File: src/design/svxd_pkg.sv
// ----------------------------------------------------------------------------
// svxd_pkg
// Shared types, constants and helpers for the half-block sprite display.
// ----------------------------------------------------------------------------
`default_nettype none

package svxd_pkg;

    localparam int DISPLAY_WIDTH  = 64;
    localparam int DISPLAY_HEIGHT = 32;
    localparam int CHAR_ROWS      = DISPLAY_HEIGHT / 2;

    // One lane (column bank) per sprite pixel
    localparam int LANES      = 8;
    localparam int LANE_W     = $clog2(LANES);
    localparam int COL_W      = $clog2(DISPLAY_WIDTH);
    localparam int Y_W        = $clog2(DISPLAY_HEIGHT);
    localparam int PY_W       = $clog2(DISPLAY_HEIGHT + 16);
    localparam int COL_GROUPS = (DISPLAY_WIDTH + LANES - 1) / LANES;
    localparam int BANK_DEPTH = CHAR_ROWS * COL_GROUPS;
    localparam int ADDR_W     = $clog2(BANK_DEPTH);
    localparam int CODE_W     = 8;

    localparam logic [CODE_W-1:0] CODE_SPACE = 8'h20;

    localparam logic [CODE_W-1:0] XOR_MASKS [8] = '{
        8'hFF, 8'hFC, 8'h07, 8'h04, 8'h07, 8'hFC, 8'hFF, 8'h04
    };

    typedef enum logic [1:0] {
        CMD_DRAW  = 2'd0,
        CMD_READ  = 2'd1,
        CMD_CLEAR = 2'd2,
        CMD_NOP   = 2'd3
    } cmd_t;

    typedef enum logic [2:0] {
        ST_IDLE  = 3'b001,
        ST_EXEC  = 3'b010,
        ST_SWEEP = 3'b100
    } state_t;

    // Per-lane access for one transaction
    typedef struct packed {
        logic              pix_en;
        logic              parity;
        logic [ADDR_W-1:0] addr;
    } lane_req_t;

    // Clearing pass write, shared by all lanes
    typedef struct packed {
        logic              we;
        logic [ADDR_W-1:0] addr;
    } clr_t;

    typedef struct packed {
        logic              collision;
        logic [CODE_W-1:0] cell_value;
    } result_t;

    // Selections that turn a lit pixel off
    function automatic logic sel_collides(input logic [2:0] sel);
        logic hit;
        begin
            case (sel)
                3'd2, 3'd3, 3'd5, 3'd6: hit = 1'b1;
                default:                hit = 1'b0;
            endcase
            return hit;
        end
    endfunction

    // x mod DISPLAY_WIDTH; the width is a power of two, so keep the low bits
    function automatic logic [COL_W-1:0] mod_width(input logic [7:0] v);
        return COL_W'(v);
    endfunction

    // y mod DISPLAY_HEIGHT; the height is a power of two
    function automatic logic [Y_W-1:0] mod_height(input logic [7:0] v);
        return Y_W'(v);
    endfunction

endpackage

`default_nettype wire

File: src/design/svxd_merge.sv
// ----------------------------------------------------------------------------
// svxd_merge
// Combines lane outputs into one result and the next collision flag.
// ----------------------------------------------------------------------------
`default_nettype none

module svxd_merge (
    input  wire svxd_pkg::cmd_t                                 cmd,
    input  wire logic                                           last_row,
    input  wire logic [svxd_pkg::LANE_W-1:0]                    rd_lane,
    input  wire logic                                           rd_ok,
    input  wire logic                                           flag,
    input  wire logic [svxd_pkg::LANES-1:0]                     lane_coll,
    input  wire logic [svxd_pkg::LANES-1:0][svxd_pkg::CODE_W-1:0] lane_data,
    output svxd_pkg::result_t                                   res,
    output logic                                                flag_next
);
    import svxd_pkg::*;

    logic merged;

    always_comb
    begin
        merged         = flag | (|lane_coll);
        res.collision  = merged;
        res.cell_value = '0;
        if (cmd == CMD_READ && rd_ok)
        begin
            res.cell_value = lane_data[rd_lane];
        end
        // last row of a sprite ends accumulation after reporting
        flag_next = (cmd == CMD_DRAW && last_row) ? 1'b0 : merged;
    end

endmodule

`default_nettype wire

File: config.mk
export PLATFORM = sky130hd
export DESIGN_NAME = svxd_merge
export DESIGN_NICKNAME = d
export VERILOG_FILES = /design/src/design/svxd_pkg.sv /design/src/design/svxd_merge.sv
export SDC_FILE = /design/constraint.sdc
export NUM_CORES = 1
export LEC_CHECK = 0
export BUFFER_PORTS_ARGS = -buffer_cell sky130_fd_sc_hd__clkbuf_2
export CAP_MARGIN = 20
export CORE_ASPECT_RATIO = 0.75
export CORE_UTILIZATION = 32
export DETAILED_ROUTE_END_ITERATION = 8
export PLACE_DENSITY = 0.84
export SLEW_MARGIN = 20
export SYNTH_ARGS = -nofsm -noshare
export SYNTH_HDL_FRONTEND = slang
export SYNTH_SLANG_ARGS = --single-unit
File: constraint.sdc
create_clock -name vclk -period 1.22
set_input_delay 0.122 -clock vclk [all_inputs]
set_output_delay 0.122 -clock vclk [all_outputs]
set_load 0.01 [all_outputs]
* Word level (Yosys, flattened, before mapping)
Index checks and enable logic that the tools add are counted. W data, S select, Z words.
Word-level totals: bits in registers 0
Operators by class: magnitude comparators 1, eq/ne operators 1, multiplexer cells 4, bitwise gates (word level) 1, reductions and logical operators 4
Operators with widths (number):
- $bmux W8 S3 | 1
- $mux W8 | 2
- $reduce_or A8 Y1 | 1
- $lt A3 B4 Y1 const B | 1
- $eq A2 B1 Y1 const B | 1
- $logic_and A1 B1 Y1 | 2
- $logic_not A2 Y1 | 1
- $mux W1 | 1
- $or A1 B1 Y1 | 1

* Longest topological paths before layout
Gate-level depths: netlist of run 1.
depth in word-level cells 3, mapped depth 5, depth with buffers taken out 3

* Worst setup path after synthesis of run 1
OpenSTA, ideal clock, no wires.
path type input port to output port, start point in rd_lane[1] in the netlist's numbering, end point out res[1] in the netlist's numbering, arrival time 1001 ps, slack 97 ps, cell stages on the path 5, path buffers 2, cells stage by stage buf_6 -> buf_12 -> mux2i_1 -> a22o_1 -> nor3_1
RTL lines:
- from (decl) | RTL line svxd_merge.sv:10 | input wire logic [svxd_pkg::LANE_W-1:0] rd_lane,
- to (decl) | RTL line svxd_merge.sv:15 | output svxd_pkg::result_t res,

==> results.sh, run 1 <==
export IMPL_maxCapViolCount=0
export IMPL_crit_path_end_kind="output pin"
export IMPL_drtPass1Iterations=4
export IMPL_gr_total_overflow=0
export IMPL_yosysWarningCount=0
export IMPL_mostFrequentLayoutCells="clkbuf_2, mux2i_1, a22o_1"
export IMPL_layout_nets=246
export IMPL_avgSynthCellArea_um2=8.642
export IMPL_fin_tns_setup_ns=-0.01537
export IMPL_yosysSeqAreaShare_pct=0
export IMPL_p_switching_uw=157.3
export IMPL_fin_crit_ns=1.235
export IMPL_start_util_pct=35.58
export IMPL_netlist_instances=75
export IMPL_track_usage_pct=20.88
export IMPL_max_freq_mhz=809.5
export IMPL_postRouteAntennaNets=0
export IMPL_n_sequential_cell=0
export IMPL_cp_arrival_ns=1.11
export IMPL_stdcell_count=186
export IMPL_drv_slew=0
export IMPL_violations="setup timing"
export IMPL_drc_errors=0
export IMPL_drive_gt1_share_pct=66.46
export IMPL_pwr_share_seq_pct=0
export IMPL_multi_input_area_um2=610.6
export IMPL_core_mm2=0.001822
export IMPL_finalSetupViolCount=1
export IMPL_antenna_cells=0
export IMPL_worstSetupPathType="in2out"
export IMPL_wl_per_cell_um=13.19
export IMPL_final_common_cell="clkbuf_2"
export IMPL_slew_headroom_pct=75.66
export IMPL_grt_max_degree=10
export IMPL_power_leakage_nw=0.7383
export IMPL_clock_power_share_pct=0
export IMPL_drt_wl_total_um=2453
export IMPL_worst_ep_required_time_ns=1.10
export IMPL_path_cells="clkbuf_16 > buf_12 > mux2i_1 > a22o_1 > nor3_2 > buf_2"
export IMPL_fin_util_pct=68.41
export IMPL_grt_first_pass_wirelength_um=3332
export IMPL_fp_dieH_um=40.98
export IMPL_rows=13
export IMPL_switching_share_pct=39.51
export IMPL_num_vias=952
export IMPL_fillers=160
export IMPL_whs_ns=0.5205
export IMPL_area_growth_pct=92.28
export IMPL_ios=90
export IMPL_start_kind="input port"
export IMPL_syn_cell_area_um2=648.1
export IMPL_register_area_um2=0
export IMPL_fin_ws_ns=-0.01537
export IMPL_finalCritPeriodShare_pct=101.3
export IMPL_cpPeakStageDelay_ns=0.25
export IMPL_worstMarginPinSlew_ns=0.3635
export IMPL_die_x_um=53.97
export IMPL_finalPower_uw=398.0
export IMPL_comb_power_share_pct=100.0
export IMPL_dieArea_mm2=0.002211
export IMPL_design_area_mm2=0.001246
export IMPL_drt_vias_per_instance=5.118
export IMPL_rsz0062_at_grt="true"
export IMPL_dpl_cell_area_mm2=0.001090
export IMPL_p_per_area_mw_per_mm2=319.4
export IMPL_cp_max_fo=5
export IMPL_place_inst=181
export IMPL_dpl_worst_slack_ns=-0.1027
export IMPL_dp_hpwl_um=1935
export IMPL_slowest_stage="a22o_1"
export IMPL_p_int_uw=240.8
export IMPL_drt_first_iter_violations=21
export IMPL_synth_cell_types=17
export IMPL_place_gp_congestion=0.6778
export IMPL_worst_ir_drop_vdd_mv=0.2103
export IMPL_cts_hold_buf=0
export IMPL_grt_pass1_vias=802
export IMPL_status="finished with violations"
export IMPL_hold_viol_final=0
export IMPL_antenna_found_initial=0
export IMPL_syn_nets=155
export IMPL_nClkBuffers=0
export IMPL_numPortBuffers=90
export IMPL_hold_path_class="in2out"
## worst max-delay path, delay by kind of cell
family,cells,cell delay [ns]
and+or+nand+nor,1,0.16
muxes,1,0.12
buffers and inverters,3,0.45
AOI/OAI and AO/OA,1,0.25
## kinds of logic (layout without fill, tap and decap cells)
family	Yosys count	in the layout	synth area share, %
AND/OR/NAND/NOR	18	18	16.02
AO/OA/AOI/OAI	17	17	22.78
multiplexers	32	32	49.42
buffers and inverters	8	97	11.78
## what timing repair did
item	CTS	global route
setup buffers	0	2
endpoints found under the setup margin	8	7
gates resized for setup	13	11
pin swaps	7	8
cloned	3	0
## worst paths after layout
kind	startpoint	to	slack (ns)	depth (start not counted)
worst max-delay path	rd_lane[1]	res[3]	-0.02	6
worst min-delay path	last_row	flag_next	0.52	3
## cells in the mapped netlist, types with 2 or more instances
cell / instances / area, um^2
mux2i_1: 32 / 320.3
a22o_1: 16 / 140.1
nor3_1: 7 / 35.03
nor2_1: 3 / 11.26
buf_6: 2 / 22.52
clkbuf_1: 2 / 7.510
nor2b_1: 2 / 12.51
nor3_2: 2 / 20.02
## power groups by stage
stage	combinational (mW)	sequential, mW	clock [mW]
2_1_floorplan	0.183	0	0
6_report	0.398	0	0
3_3_place_gp	0.326	0	0
5_1_grt	0.431	0	0
4_1_cts	0.388	0	0
3_5_place_dp	0.337	0	0
## final cells by class
type | instances | share of cell area (%)
Multi-Input combinational cell | 67 | 49.00
Timing Repair Buffer | 97 | 48.79
Tap cell | 22 | 2.209
## layer usage
layer	share of wire, %	vias up	wire length [um]	global-route usage (%)
met5	0	-	0	0
met4	0.33	0	8	3.947
met3	8.1	2	199	0.7407
met2	55	52	1337	43.52
met1	37	421	907	23.93
li1	-	477	-	-
(Power assumes the default switching activity.)
==> run 2: changes to the inputs <==
==> config.mk (replaced) <==
export PLATFORM = sky130hd
export DESIGN_NAME = svxd_merge
export DESIGN_NICKNAME = d
export VERILOG_FILES = /design/src/design/svxd_pkg.sv /design/src/design/svxd_merge.sv
export SDC_FILE = /design/constraint.sdc
export NUM_CORES = 1
export LEC_CHECK = 0
export CAP_MARGIN = 20
export CORE_AREA = 2 2 39 41
export DETAILED_ROUTE_END_ITERATION = 8
export DIE_AREA = 0 0 41 43
export DONT_BUFFER_PORTS = 1
export SLEW_MARGIN = 20
export SYNTH_ARGS = -nofsm -noshare
export SYNTH_HDL_FRONTEND = slang
export SYNTH_SLANG_ARGS = --single-unit
==> results.sh, run 2 (same netlist as run 1, synthesis figures left out) <==
export IMPL_status="complete, no violations"
export IMPL_finalSetupViolCount=0
export IMPL_antenna_cells=0
export IMPL_final_common_cell="mux2i_1"
export IMPL_switching_share_pct=40.71
export IMPL_worstSetupPathType="in2out"
export IMPL_comb_power_share_pct=100.0
export IMPL_cts_hold_buf=0
export IMPL_numPortBuffers=0
export IMPL_antenna_found_initial=0
export IMPL_drive_gt1_share_pct=10.00
export IMPL_num_vias=584
export IMPL_drv_slew=0
export IMPL_ios=90
export IMPL_mostFrequentLayoutCells="mux2i_1, a22o_1, nor3_1"
export IMPL_start_kind="input port"
export IMPL_grt_max_degree=33
export IMPL_rows=14
export IMPL_crit_path_end_kind="output pin"
export IMPL_drt_vias_per_instance=6.791
export IMPL_worstMarginPinSlew_ns=0.5476
export IMPL_layout_nets=152
export IMPL_wl_per_cell_um=17.85
export IMPL_p_int_uw=97.16
export IMPL_max_freq_mhz=882.8
export IMPL_track_usage_pct=15.48
export IMPL_grt_pass1_vias=483
export IMPL_clock_power_share_pct=0
export IMPL_post_cts_resized=0
export IMPL_maxCapViolCount=0
export IMPL_cp_arrival_ns=1.01
export IMPL_dpl_worst_slack_ns=0.04311
export IMPL_fin_ws_ns=0.08730
export IMPL_critPathLaunch="rd_lane[2]"
export IMPL_grt_first_pass_wirelength_um=2035
export IMPL_drt_wl_total_um=1535
export IMPL_whs_ns=0.3685
export IMPL_worst_ir_drop_vdd_mv=0.1265
export IMPL_pwr_share_seq_pct=0
export IMPL_fin_tns_setup_ns=0
export IMPL_endpoint="res[6]"
export IMPL_core_mm2=0.001384
export IMPL_rsz0062_at_grt="false"
export IMPL_postRouteAntennaNets=0
export IMPL_worst_ep_required_time_ns=1.10
export IMPL_drt_first_iter_violations=1
export IMPL_hold_viol_final=0
export IMPL_fillers=141
export IMPL_multi_input_area_um2=576.8
export IMPL_hold_path_class="in2out"
export IMPL_drc_errors=0
export IMPL_cts_setup_buffers=0
export IMPL_slew_headroom_pct=63.36
export IMPL_dp_hpwl_um=1253
export IMPL_gr_total_overflow=0
export IMPL_p_per_area_mw_per_mm2=264.6
export IMPL_finalCritPeriodShare_pct=92.84
export IMPL_area_growth_pct=-4.440
export IMPL_start_util_pct=46.84
export IMPL_nClkBuffers=0
export IMPL_fin_crit_ns=1.133
export IMPL_drtPass1Iterations=4
export IMPL_place_gp_congestion=0.6551
export IMPL_dieArea_mm2=0.001763
export IMPL_register_area_um2=0
export IMPL_die_x_um=41
export IMPL_power_leakage_nw=0.2951
export IMPL_p_switching_uw=66.72
export IMPL_fp_dieH_um=43
export IMPL_cp_max_fo=8
export IMPL_fin_util_pct=44.76
export IMPL_n_sequential_cell=0
## run 2: per-stage QoR
stage               instance area [um^2]  total power, mW  std cells
finish                             619.3           0.1639         86
global route                       619.3           0.1790         86
detailed placement                 614.3           0.1656         86
global placement                   614.3           0.1640         86
floorplan                          648.1           0.1831         75
CTS                                614.3           0.1654         86
## run 2: power by group through the flow
stage                     Clock (mW)  Sequential (mW)  Combinational [mW]
after global routing               0                0               0.179
after detailed placement           0                0               0.166
after CTS                          0                0               0.165
after floorplan                    0                0               0.183
final                              0                0               0.164
after global placement             0                0               0.164
## run 2: critical path, cell delays in order
cell and delay, ns:
and2_0 0.28, a22o_1 0.27, nor3_1 0.34
## run 2: metal layers
metal | part of all wire, % | up-vias | global-route usage, %
met4 | 0 | 0 | 0
met5 | 0 | - | 0
met3 | 11 | 0 | 0
met2 | 54 | 39 | 28.13
met1 | 35 | 256 | 20.57
li1 | - | 289 | -
## run 2: worst min-delay path by stage
stage	cells after the start	startpoint	slack [ns]	endpoint
6_report	1	last_row	0.37	flag_next
5_1_grt	1	last_row	0.37	flag_next
4_1_cts	1	last_row	0.37	flag_next
3_5_place_dp	1	last_row	0.37	flag_next
3_3_place_gp	1	last_row	0.37	flag_next
2_1_floorplan	1	last_row	0.36	flag_next
## run 2: layout make-up
type	instances	area share [%]
multi-input cells	67	93.13
repair buffers	3	3.636
well taps	16	3.232
