[src/design/svxd_pkg.sv]
// ----------------------------------------------------------------------------
// svxd_pkg
// Shared types, constants and helpers for the half-block sprite display.
// ----------------------------------------------------------------------------
`default_nettype none

package svxd_pkg;

    localparam int DISPLAY_WIDTH  = 64;
    localparam int DISPLAY_HEIGHT = 32;
    localparam int CHAR_ROWS      = DISPLAY_HEIGHT / 2;

    // One lane (column bank) per sprite pixel
    localparam int LANES      = 8;
    localparam int LANE_W     = $clog2(LANES);
    localparam int COL_W      = $clog2(DISPLAY_WIDTH);
    localparam int Y_W        = $clog2(DISPLAY_HEIGHT);
    localparam int PY_W       = $clog2(DISPLAY_HEIGHT + 16);
    localparam int COL_GROUPS = (DISPLAY_WIDTH + LANES - 1) / LANES;
    localparam int BANK_DEPTH = CHAR_ROWS * COL_GROUPS;
    localparam int ADDR_W     = $clog2(BANK_DEPTH);
    localparam int CODE_W     = 8;

    localparam logic [CODE_W-1:0] CODE_SPACE = 8'h20;

    localparam logic [CODE_W-1:0] XOR_MASKS [8] = '{
        8'hFF, 8'hFC, 8'h07, 8'h04, 8'h07, 8'hFC, 8'hFF, 8'h04
    };

    typedef enum logic [1:0] {
        CMD_DRAW  = 2'd0,
        CMD_READ  = 2'd1,
        CMD_CLEAR = 2'd2,
        CMD_NOP   = 2'd3
    } cmd_t;

    typedef enum logic [2:0] {
        ST_IDLE  = 3'b001,
        ST_EXEC  = 3'b010,
        ST_SWEEP = 3'b100
    } state_t;

    // Per-lane access for one transaction
    typedef struct packed {
        logic              pix_en;
        logic              parity;
        logic [ADDR_W-1:0] addr;
    } lane_req_t;

    // Clearing pass write, shared by all lanes
    typedef struct packed {
        logic              we;
        logic [ADDR_W-1:0] addr;
    } clr_t;

    typedef struct packed {
        logic              collision;
        logic [CODE_W-1:0] cell_value;
    } result_t;

    // Selections that turn a lit pixel off
    function automatic logic sel_collides(input logic [2:0] sel);
        logic hit;
        begin
            case (sel)
                3'd2, 3'd3, 3'd5, 3'd6: hit = 1'b1;
                default:                hit = 1'b0;
            endcase
            return hit;
        end
    endfunction

    // x mod DISPLAY_WIDTH; the width is a power of two, so keep the low bits
    function automatic logic [COL_W-1:0] mod_width(input logic [7:0] v);
        return COL_W'(v);
    endfunction

    // y mod DISPLAY_HEIGHT; the height is a power of two
    function automatic logic [Y_W-1:0] mod_height(input logic [7:0] v);
        return Y_W'(v);
    endfunction

endpackage

`default_nettype wire

[src/design/svxd_ram.sv]
// ----------------------------------------------------------------------------
// svxd_ram
// Generic simple dual-port RAM: one write port, one registered read port.
// ----------------------------------------------------------------------------
`default_nettype none

module svxd_ram #(
    parameter int WIDTH = 8,
    parameter int DEPTH = 128,
    localparam int AW   = (DEPTH > 1) ? $clog2(DEPTH) : 1
) (
    input  wire logic             clk,
    input  wire logic             we,
    input  wire logic [AW-1:0]    waddr,
    input  wire logic [WIDTH-1:0] wdata,
    input  wire logic [AW-1:0]    raddr,
    output logic      [WIDTH-1:0] rdata
);

    logic [WIDTH-1:0] mem_reg [DEPTH];
    logic [WIDTH-1:0] rdata_reg;

    always_ff @(posedge clk)
    begin
        if (we)
        begin
            mem_reg[waddr] <= wdata;
        end
        rdata_reg <= mem_reg[raddr];
    end

    assign rdata = rdata_reg;

endmodule

`default_nettype wire

[src/design/svxd_lane.sv]
// ----------------------------------------------------------------------------
// svxd_lane
// One column bank: cell storage plus read-modify-write of one pixel.
// ----------------------------------------------------------------------------
`default_nettype none

module svxd_lane (
    input  wire logic                       clk,
    input  wire logic                       rst_n,
    input  wire logic                       accept,
    input  wire logic                       exec,
    input  wire svxd_pkg::lane_req_t        req,
    input  wire svxd_pkg::clr_t             clr,
    output logic                            coll,
    output logic [svxd_pkg::CODE_W-1:0]     rd_data
);
    import svxd_pkg::*;

    logic              en_reg;
    logic              en_next;
    logic              parity_reg;
    logic [ADDR_W-1:0] addr_reg;

    logic              we;
    logic [ADDR_W-1:0] waddr;
    logic [CODE_W-1:0] wdata;
    logic [CODE_W-1:0] code;
    logic [CODE_W-1:0] new_code;
    logic [2:0]        sel;

    svxd_ram #(
        .WIDTH (CODE_W),
        .DEPTH (BANK_DEPTH)
    ) u_bank (
        .clk   (clk),
        .we    (we),
        .waddr (waddr),
        .wdata (wdata),
        .raddr (req.addr),
        .rdata (code)
    );

    assign en_next = accept ? req.pix_en : en_reg;

    always_ff @(posedge clk or negedge rst_n)
    begin
        if (!rst_n)
        begin
            en_reg <= 1'b0;
        end
        else
        begin
            en_reg <= en_next;
        end
    end

    always_ff @(posedge clk)
    begin
        if (accept)
        begin
            parity_reg <= req.parity;
            addr_reg   <= req.addr;
        end
    end

    // sel = parity | (code & 6)
    assign sel      = {code[2], code[1], parity_reg};
    assign new_code = code ^ XOR_MASKS[sel];

    assign we    = (exec && en_reg) || clr.we;
    assign waddr = clr.we ? clr.addr : addr_reg;
    assign wdata = clr.we ? CODE_SPACE : new_code;

    assign coll    = exec && en_reg && sel_collides(sel);
    assign rd_data = code;

endmodule

`default_nettype wire

[config.mk]
export PLATFORM = sky130hd
export DESIGN_NAME = svxd_lane
export DESIGN_NICKNAME = d
export VERILOG_FILES = /design/src/design/svxd_pkg.sv /design/src/design/svxd_ram.sv /design/src/design/svxd_lane.sv
export SDC_FILE = /design/constraint.sdc
export NUM_CORES = 1
export LEC_CHECK = 0
export CORE_MARGIN = 4
export CORE_UTILIZATION = 50
export DETAILED_ROUTE_END_ITERATION = 8
export DONT_BUFFER_PORTS = 1
export MAX_ROUTING_LAYER = met4
export REMOVE_ABC_BUFFERS = 1
export SLEW_MARGIN = 20
export SYNTH_ARGS = -nofsm -noshare
export SYNTH_HDL_FRONTEND = slang
export SYNTH_SLANG_ARGS = --single-unit
[constraint.sdc]
create_clock -name clk -period 5.93 [get_ports clk]
set_input_delay 1.186 -clock clk [delete_from_list [all_inputs] [get_ports clk]]
set_output_delay 1.186 -clock clk [all_outputs]
set_load 0.01 [all_outputs]
Yosys cells after proc, flatten, opt, wreduce, memory -nomap -nowiden
Memory sizes are Yosys's and may differ from the RTL's. A register that Yosys moved wholly into a read port is not among the register bits.
Index checks and enable logic that the tools add are counted.
W data, S select, Z words.
{"block": "totals", "regBits": 9, "ramBits": 1024, "romBits": 64, "in_bits": 21, "word_cells": 23, "memories": 2}
{"memory": "u_bank.mem_reg", "words": 128, "width": 8, "rd": 1, "rd_ports_with_merged_regs": 1, "wr": 1, "line": "svxd_ram.sv:20", "rtl": "logic [WIDTH-1:0] mem_reg [DEPTH];"}
{"memory": "(no name shown)", "words": 8, "width": 8, "rd": 1, "rd_ports_with_merged_regs": 0, "wr": 0, "line": "svxd_lane.sv:68", "rtl": "assign new_code = code ^ XOR_MASKS[sel];"}
{"block": "op_classes", "n_lt_le_gt_ge": 1, "n_eq_ne": 4, "muxes": 7, "n_bitwise": 2, "reduce_logical": 4}
{"operator": "$mux W8", "n": 3}
{"operator": "$xor A8 B8 Y8", "n": 1}
{"operator": "$mux W7", "n": 1}
{"operator": "$eq A3 B2 Y1 const B", "n": 2}
{"operator": "$eq A3 B3 Y1 const B", "n": 2}
{"operator": "$ge A4 B4 Y1 const B", "n": 1}
{"operator": "$not A3 Y4", "n": 1}
{"operator": "$reduce_or A4 Y1", "n": 1}
{"operator": "$mux W1", "n": 3}
{"operator": "$logic_and A1 B1 Y1", "n": 2}
{"operator": "$logic_or A1 B1 Y1", "n": 1}

Logic depth before layout (Yosys ltp)
Gate-level depths: netlist of the first run.
{"block": "depth", "word_depth": 6, "depth_mapped": 7, "depth_no_buf": 5}

By module
A second synthesis of the first run with hierarchy kept.
{"block": "hier_totals", "hier_cells": 1692, "hier_area_um2": 40271.1}
{"module": "svxd_ram", "instances": 1, "cells_each": 1635, "area_per_inst_um2": 39665.5}
{"module": "svxd_lane", "instances": 1, "cells_each": 57, "area_per_inst_um2": 605.6}

Worst setup path before layout of the first run
OpenSTA, ideal clock, no wires.
{"block": "synth_path", "path_type": "input port to flip-flop", "from": "input port clr[7] in the netlist's numbering", "to": "memory u_bank.mem_reg[0][2] (data pin)", "setup_time_ps": 797, "arrival_ps": 4791, "required_ps": 5133, "slack_ps": 343, "stages": 4, "cell_sequence": "clkbuf_1 > buf_1 > buf_1 > nor2_1"}
{"block": "synth_between", "elab_chain_cells": 1}
{"item": "from (decl)", "line": "svxd_lane.sv:13", "rtl": "input wire svxd_pkg::clr_t clr,"}
{"item": "$mux W8", "line": "svxd_lane.sv:72", "rtl": "assign wdata = clr.we ? CODE_SPACE : new_code;"}
{"item": "net u_bank.wdata[2]", "line": "svxd_ram.sv:15", "rtl": "input wire logic [WIDTH-1:0] wdata,"}
{"item": "to (decl)", "line": "svxd_ram.sv:20"}
The timed path passes the listed nets, and every way through them passes these cells.

Worst setup path in the final report of the first run
{"block": "layout_path", "from": "input port clr[7] in the netlist's numbering", "to": "memory u_bank.mem_reg[41][0] (enable)"}
{"block": "layout_between", "elab_chain_cells": 3, "elab_cells_between_ends": 4, "classes_between": "3 x mux; 1 x reduce/logical"}
{"item": "$logic_or A1 B1 Y1", "line": "svxd_lane.sv:70", "rtl": "assign we = (exec && en_reg) || clr.we;"}
{"item": "$mux W1", "line": "svxd_ram.sv:25", "rtl": "if (we)"}
{"item": "$mux W1 (implied by the code)", "line": "svxd_ram.sv:27", "rtl": "mem_reg[waddr] <= wdata;"}
Several ways; a longest one is shown, not always the timed one.

==> flow_summary.ini, run 1 <==
[synth]
synth_warnings = 0
synth.lib_cells_used.distinct = 24
synth_cells = 1683
synth.ff_latch_count = 1041
synth-seq-area-share_pct = 77.5
syn_avg_cell_area_um2 = 23.9
synth_area_um2 = 40200

[clock_network]
cts_made_buffers = 101
hold_buffer_count_at_cts = 0
clk-insertion-delay-late_ns = 0.63
postCtsSetupBuffers = 0
cts.clk_slew.worst_paths_ns = 0.06
post_cts_resize_count = 0
root_buffer = sky130_fd_sc_hd__clkbuf_16
cts-root-to-sink-buffers = 3
htree_levels = 3
clock_tree_from_tritoncts = built
clock_sink_count = 1041

[drt]
drtPass1Iterations = 5
dr_total_vias = 17680
average_wire_length_per_cell_after_detail_routing_um = 31.8
drt-vias-per-instance = 6.20
detail_route.drc_violations = 0
drt_iter0_drc = 1803
final_antenna_net_count = 0
postRouteWirelength_um = 90600

[sta]
fin_tns_setup_ns = 0
drv_slew = 0
timing.max_slew.rel_slack_pct = 27.5
timing.final.crit_period_ns = 3.46
final-hold-violation-count = 0
tightest_slew_ns = 1.08
setup_violations = 0
fin_crit_sh_pct = 58.4
maxClockFrequency_mhz = 289
postLayoutSetupSlackWorst_ns = 2.47
grt_setup_unrepaired = false
timing.clock.skew_ns = 0.0159

[placed_design]
detailed_place.area_um2 = 41400
io_buffers = 0
dp_hpwl_um = 52600
place_ws_ns = 1.76
gp_congestion = 0.811

[finish]
post_route_cells_drive_above_1_share_pct = 29.4
postLayoutCoreUtil_pct = 56.5
max_reg_flops = 1024
final_cell_area_um2 = 44800
final_net_count = 1739
area_delta_synth_final_pct = 11.5

[grt]
grt_max_degree = 258
first_global_vias = 18073
wire_length_of_the_first_global_routing_pass_um = 132000
grt_overflow = 0
number_of_antenna_violations_at_the_first_check_in_global_routing = 4
globalRouteTotalUtil_pct = 22.2

[run]
drv.max_cap_violation_count = 0

[worst_setup_path]
crit_path_max_incr_delay_ns = 0.87
critical_path.cell_chain = mux2i_1 -> nor2b_1 -> nand3_2 -> nor2_1
setup.worst_path.end_class = register
critical_path.max_fanout = 25
critical_path.slowest_cell = sky130_fd_sc_hd__nor2_1
timing.setup.critical_path_class = input pin to register
crit_required_ns = 6.19
category_of_the_worst_setup_path_launch_point = input pin
worstPathArrival_ns = 3.72
critical_path.n_buffers_inverters = 0
worst_path_dominant_cell_family = simple AND/OR/NAND/NOR gates

[power]
combinationalPowerShare_pct = 7.1
swShare_pct = 21.3
clkPwrFrac_pct = 40.1
powerDensity_nw_per_um2 = 363
seq_power_share_pct = 52.8
power.switching_mw = 3.47
leakagePower_nw = 13.7
power.internal_mw = 12.8
final_power_mw = 16.3
vdd_drop_max_v = 0.000269

[floorplanning]
die_area_um2 = 85000
chipHeight_um = 292
placement_rows = 103
initial_utilization_pct = 50.6
dieWidth_um = 292
core_um2 = 79400
ios = 30

[run_status]
run_status = finished, final reports clean

[hold_path]
worst_hold_path_type = input pin to asynchronous set/reset pin
## final timing paths
path | endpoint | slack, ns | startpoint | cells past startpoint
max | u_bank.mem_reg[41][0] | 2.47 | clr[7] | 4
min | en_reg | 0.25 | rst_n | 0
max reg2reg | u_bank.mem_reg[67][5] | 2.70 | u_bank.rdata[1] | 7
min reg2reg | en_reg | 0.55 | en_reg | 1
max in group asynchronous | en_reg | 5.62 | rst_n | 0
min in group clk | en_reg | 0.55 | en_reg | 1
## cells in the mapped netlist (all sizes together)
cell / instances / share of area [%]
dfrtp: 1 / 0.062
nor2b: 2 / 0.031
dfxtp: 8 / 0.40
inv: 8 / 0.075
mux2i: 4 / 0.10
clkbuf: 47 / 0.44
nor2: 136 / 1.3
xnor2: 5 / 0.11
nand4: 2 / 0.031
mux2: 11 / 0.31
nand2b: 3 / 0.047
nand2: 22 / 0.21
mux4: 336 / 19
edfxtp: 1032 / 77
a21o: 1 / 0.019
xor2: 2 / 0.044
o211a: 1 / 0.025
nand3: 10 / 0.12
buf: 41 / 0.54
o32ai: 8 / 0.17
ha: 3 / 0.093
## metrics by stage
step,std cells,hold slack [ns]
after floorplan,1595,0.504
after global placement,2662,0.524
after detailed placement,2662,0.536
after CTS,2844,0.204
after global routing,2851,0.218
final,2852,0.245
## cell usage in the layout, fill, tap and decap left out
cell and instances:
sky130_fd_sc_hd__nand3_2 6, sky130_fd_sc_hd__o32ai_2 4, sky130_fd_sc_hd__nand2_1 22, sky130_fd_sc_hd__nand2b_4 1
sky130_fd_sc_hd__xor2_1 2, sky130_fd_sc_hd__clkinv_4 2, sky130_fd_sc_hd__nand3_1 4, sky130_fd_sc_hd__ha_1 3
sky130_fd_sc_hd__edfxtp_1 1032, sky130_fd_sc_hd__bufinv_16 15, sky130_fd_sc_hd__a21o_1 1, sky130_fd_sc_hd__nand2b_1 2
sky130_fd_sc_hd__nor2_1 129, sky130_fd_sc_hd__inv_6 2, sky130_fd_sc_hd__clkinv_1 17, sky130_fd_sc_hd__dfrtp_1 1
sky130_fd_sc_hd__xnor2_1 5, sky130_fd_sc_hd__o32ai_1 4, sky130_fd_sc_hd__mux2i_1 4, sky130_fd_sc_hd__buf_12 3
sky130_fd_sc_hd__clkbuf_1 20, sky130_fd_sc_hd__diode_2 8, sky130_fd_sc_hd__nor2b_1 2, sky130_fd_sc_hd__clkinv_2 12
sky130_fd_sc_hd__dfxtp_1 8, sky130_fd_sc_hd__mux2_2 11, sky130_fd_sc_hd__nor2_4 7, sky130_fd_sc_hd__clkinvlp_4 4
sky130_fd_sc_hd__buf_4 14, sky130_fd_sc_hd__nand4_1 2, sky130_fd_sc_hd__clkbuf_8 7, sky130_fd_sc_hd__inv_1 8
sky130_fd_sc_hd__o211a_1 1, sky130_fd_sc_hd__mux4_2 336, sky130_fd_sc_hd__clkbuf_16 103
## layer usage
layer	part of all wire (%)	global-route usage [%]	vias to the layer above	wire length, µm
met3	8.4	5.34	131	7590
met1	42	32.1	9554	38300
met5	0	-	-	0
met2	47	32.8	717	42800
li1	-	-	7278	-
met4	2.2	5.48	0	1970
## power by group through the flow
stage | registers (mW) | logic [mW] | clock network, mW
after CTS | 8.59 | 1.19 | 6.63
after detailed placement | 8.75 | 1.18 | 0
final | 8.59 | 1.15 | 6.52
after floorplan | 8.79 | 0.593 | 0
after global placement | 8.75 | 1.16 | 0
after global routing | 8.59 | 1.24 | 6.98
## cell type report
class                           count  area [µm²]
Inverter                            8        30.0
Clock buffer                      130        2750
Clock inverter                     52         639
Antenna cell                        8        20.0
Tap cell                         1050        1310
Sequential cell                  1041       31200
Timing Repair Buffer               17         165
Fill cell                        5796       34600
Multi-Input combinational cell    546        8720
## cell families (layout without fill, tap and decap cells)
family	count (synthesis)	in the layout	synth area share, %
AO/OA/AOI/OAI	10	10	0.218
XOR/XNOR	7	7	0.153
adder cells (fa/ha/maj)	3	3	0.0934
buffers and inverters	96	207	1.05
flip-flops	1041	1041	77.5
multiplexers	351	351	19.2
other	0	8	0
AND/OR/NAND/NOR	175	175	1.71
No activity file was read; power rests on OpenSTA's default activity.
==> run 2, diff against run 1 <==
- clock period: 5.93 -> 3.5 ns (I/O delays scaled with it)
==> run 2 against run 1 <==
Clock power up 64%. Register-to-register slack worse by 1.9 ns. Final cell count up 5.9%. First-iteration DRC count up 16%. Global-route usage down 0.26 points. Clock skew up 0.0035 ns. Design area up 2.4%. Sequential power up 70%. Non-clock buffer count up 154. Critical path depth unchanged. Critical path type unchanged. Largest power group unchanged.
==> flow_summary.ini, run 2 (synthesis gave the netlist of run 1 again) <==
[run_status]
run_status = finished, final reports clean

[worst_setup_path]
category_of_the_worst_setup_path_launch_point = input pin
crit_required_ns = 4.04
critical_path.n_buffers_inverters = 0
timing.setup.critical_path_class = input pin to register
critical_path.max_fanout = 257
critical_path.slowest_cell = sky130_fd_sc_hd__mux4_2
crit_path_max_incr_delay_ns = 0.84
worstPathArrival_ns = 3.55
worst_path_dominant_cell_family = multiplexers
setup.worst_path.end_class = register
critical_path.most_common_cell = sky130_fd_sc_hd__mux4_2
critical_path.cell_chain = mux4_2 -> mux4_2 -> mux4_2 -> mux2_2

[sta]
final-hold-violation-count = 0
timing.final.crit_period_ns = 3.01
fin_crit_sh_pct = 85.9
grt_setup_unrepaired = false
timing.clock.skew_ns = 0.0193
drv_slew = 0
tightest_slew_ns = 1.15
maxClockFrequency_mhz = 333
timing.max_slew.rel_slack_pct = 23.5
setup_violations = 0
fin_hold_ws_ns = 0.133

[power]
clkPwrFrac_pct = 39.6
power.internal_mw = 21.2
swShare_pct = 21.7
leakagePower_nw = 14.5
powerDensity_nw_per_um2 = 591
power.switching_mw = 5.87
combinationalPowerShare_pct = 6.7
final_power_mw = 27.1
seq_power_share_pct = 53.7
vdd_drop_max_v = 0.000561

[clock_network]
cts.clk_slew.worst_paths_ns = 0.06
clock_sink_count = 1041
cts-root-to-sink-buffers = 3
root_buffer = sky130_fd_sc_hd__clkbuf_16
clk-insertion-delay-late_ns = 0.66
clock_tree_from_tritoncts = built
cts_made_buffers = 104
post_cts_resize_count = 0
htree_levels = 3

[placed_design]
io_buffers = 0
gp_congestion = 0.758
placed_instance_count = 2815
detailed_place.area_um2 = 42500
dp_hpwl_um = 50900

[drt]
dr_total_vias = 18192
drtPass1Iterations = 6
postRouteWirelength_um = 90100
drt_iter0_drc = 2085
detail_route.drc_violations = 0
average_wire_length_per_cell_after_detail_routing_um = 29.8
drt-vias-per-instance = 6.02
final_antenna_net_count = 0

[grt]
globalRouteTotalUtil_pct = 22.0
number_of_antenna_violations_at_the_first_check_in_global_routing = 7
grt_overflow = 0
grt_max_degree = 258
first_global_vias = 18761
wire_length_of_the_first_global_routing_pass_um = 131000

[floorplanning]
ios = 30
initial_utilization_pct = 50.6
chipHeight_um = 292
die_area_um2 = 85000
dieWidth_um = 292
core_um2 = 79400
placement_rows = 103

[finish]
instances_no_fill = 3020
final_cell_area_um2 = 45900
most_frequent_standard_cell_in_the_layout_excluding_fill_and_tap_cells = sky130_fd_sc_hd__edfxtp_1
max_reg_flops = 1024
final_net_count = 1896
area_delta_synth_final_pct = 14.1
layout.cells.most_common_list = 1,032 x sky130_fd_sc_hd__edfxtp_1, 336 x sky130_fd_sc_hd__mux4_2, 164 x sky130_fd_sc_hd__buf_4
post_route_cells_drive_above_1_share_pct = 34.3
postLayoutCoreUtil_pct = 57.8

[hold_path]
worst_hold_path_type = input pin to register

[run]
drv.max_cap_violation_count = 0
## run 2: what timing repair did
| action | in CTS | in global routing |
|---|---|---|
| endpoints found under the hold margin | 1 | 0 |
| buffers inserted | 0 | 0 |
| hold buffers | 1 | 0 |
## run 2: path summary, 6_finish.rpt
path                                  from               endpoint  slack, ns  cells after the start
setup / recovery                    req[0]        u_bank.rdata[1]       0.49                      4
hold / removal                      req[5]            addr_reg[5]       0.13                      0
setup reg to reg           u_bank.rdata[1]  u_bank.mem_reg[44][4]       0.79                      7
hold reg to reg                     en_reg                 en_reg       0.54                      1
max in group asynchronous            rst_n                 en_reg       3.14                      1
min in group asynchronous            rst_n                 en_reg       0.26                      1
## run 2: stage by stage
| step | setup TNS (ns) | setup WS [ns] |
|---|---|---|
| floorplan | -1197.99 | -1.62 |
| global placement | 0 | 0.372 |
| detailed placement | 0 | 0.367 |
| CTS | 0 | 0.591 |
| global route | 0 | 0.559 |
| finish | 0 | 0.493 |
## run 2: power by group through the flow
| stage | Clock [mW] | Combinational [mW] | Sequential (mW) |
|---|---|---|---|
| floorplan | 0 | 1.01 | 14.9 |
| CTS | 11.0 | 1.85 | 14.6 |
| finish | 10.7 | 1.82 | 14.6 |
| global route | 11.5 | 1.95 | 14.6 |
| global placement | 0 | 1.76 | 14.8 |
| detailed placement | 0 | 1.85 | 14.8 |
## run 2: area by class of cell
| type | count | area, µm² |
|---|---|---|
| repair buffers | 171 | 1360 |
| diodes | 7 | 17.5 |
| multi-input cells | 546 | 8660 |
| inverters | 8 | 30.0 |
| clock inverters | 71 | 583 |
| fillers | 5775 | 33500 |
| clock buffers | 126 | 2730 |
| well taps | 1050 | 1310 |
| flip-flops and latches | 1041 | 31200 |
## run 2: layer usage
layer | part of all wire (%) | wire, µm | track usage [%] | up-vias
met1 | 41 | 37200 | 30.5 | 9885
met3 | 7.3 | 6540 | 4.67 | 118
met5 | 0 | 0 | - | -
met2 | 50 | 44700 | 34.1 | 591
met4 | 1.9 | 1700 | 5.37 | 0
li1 | - | - | - | 7598
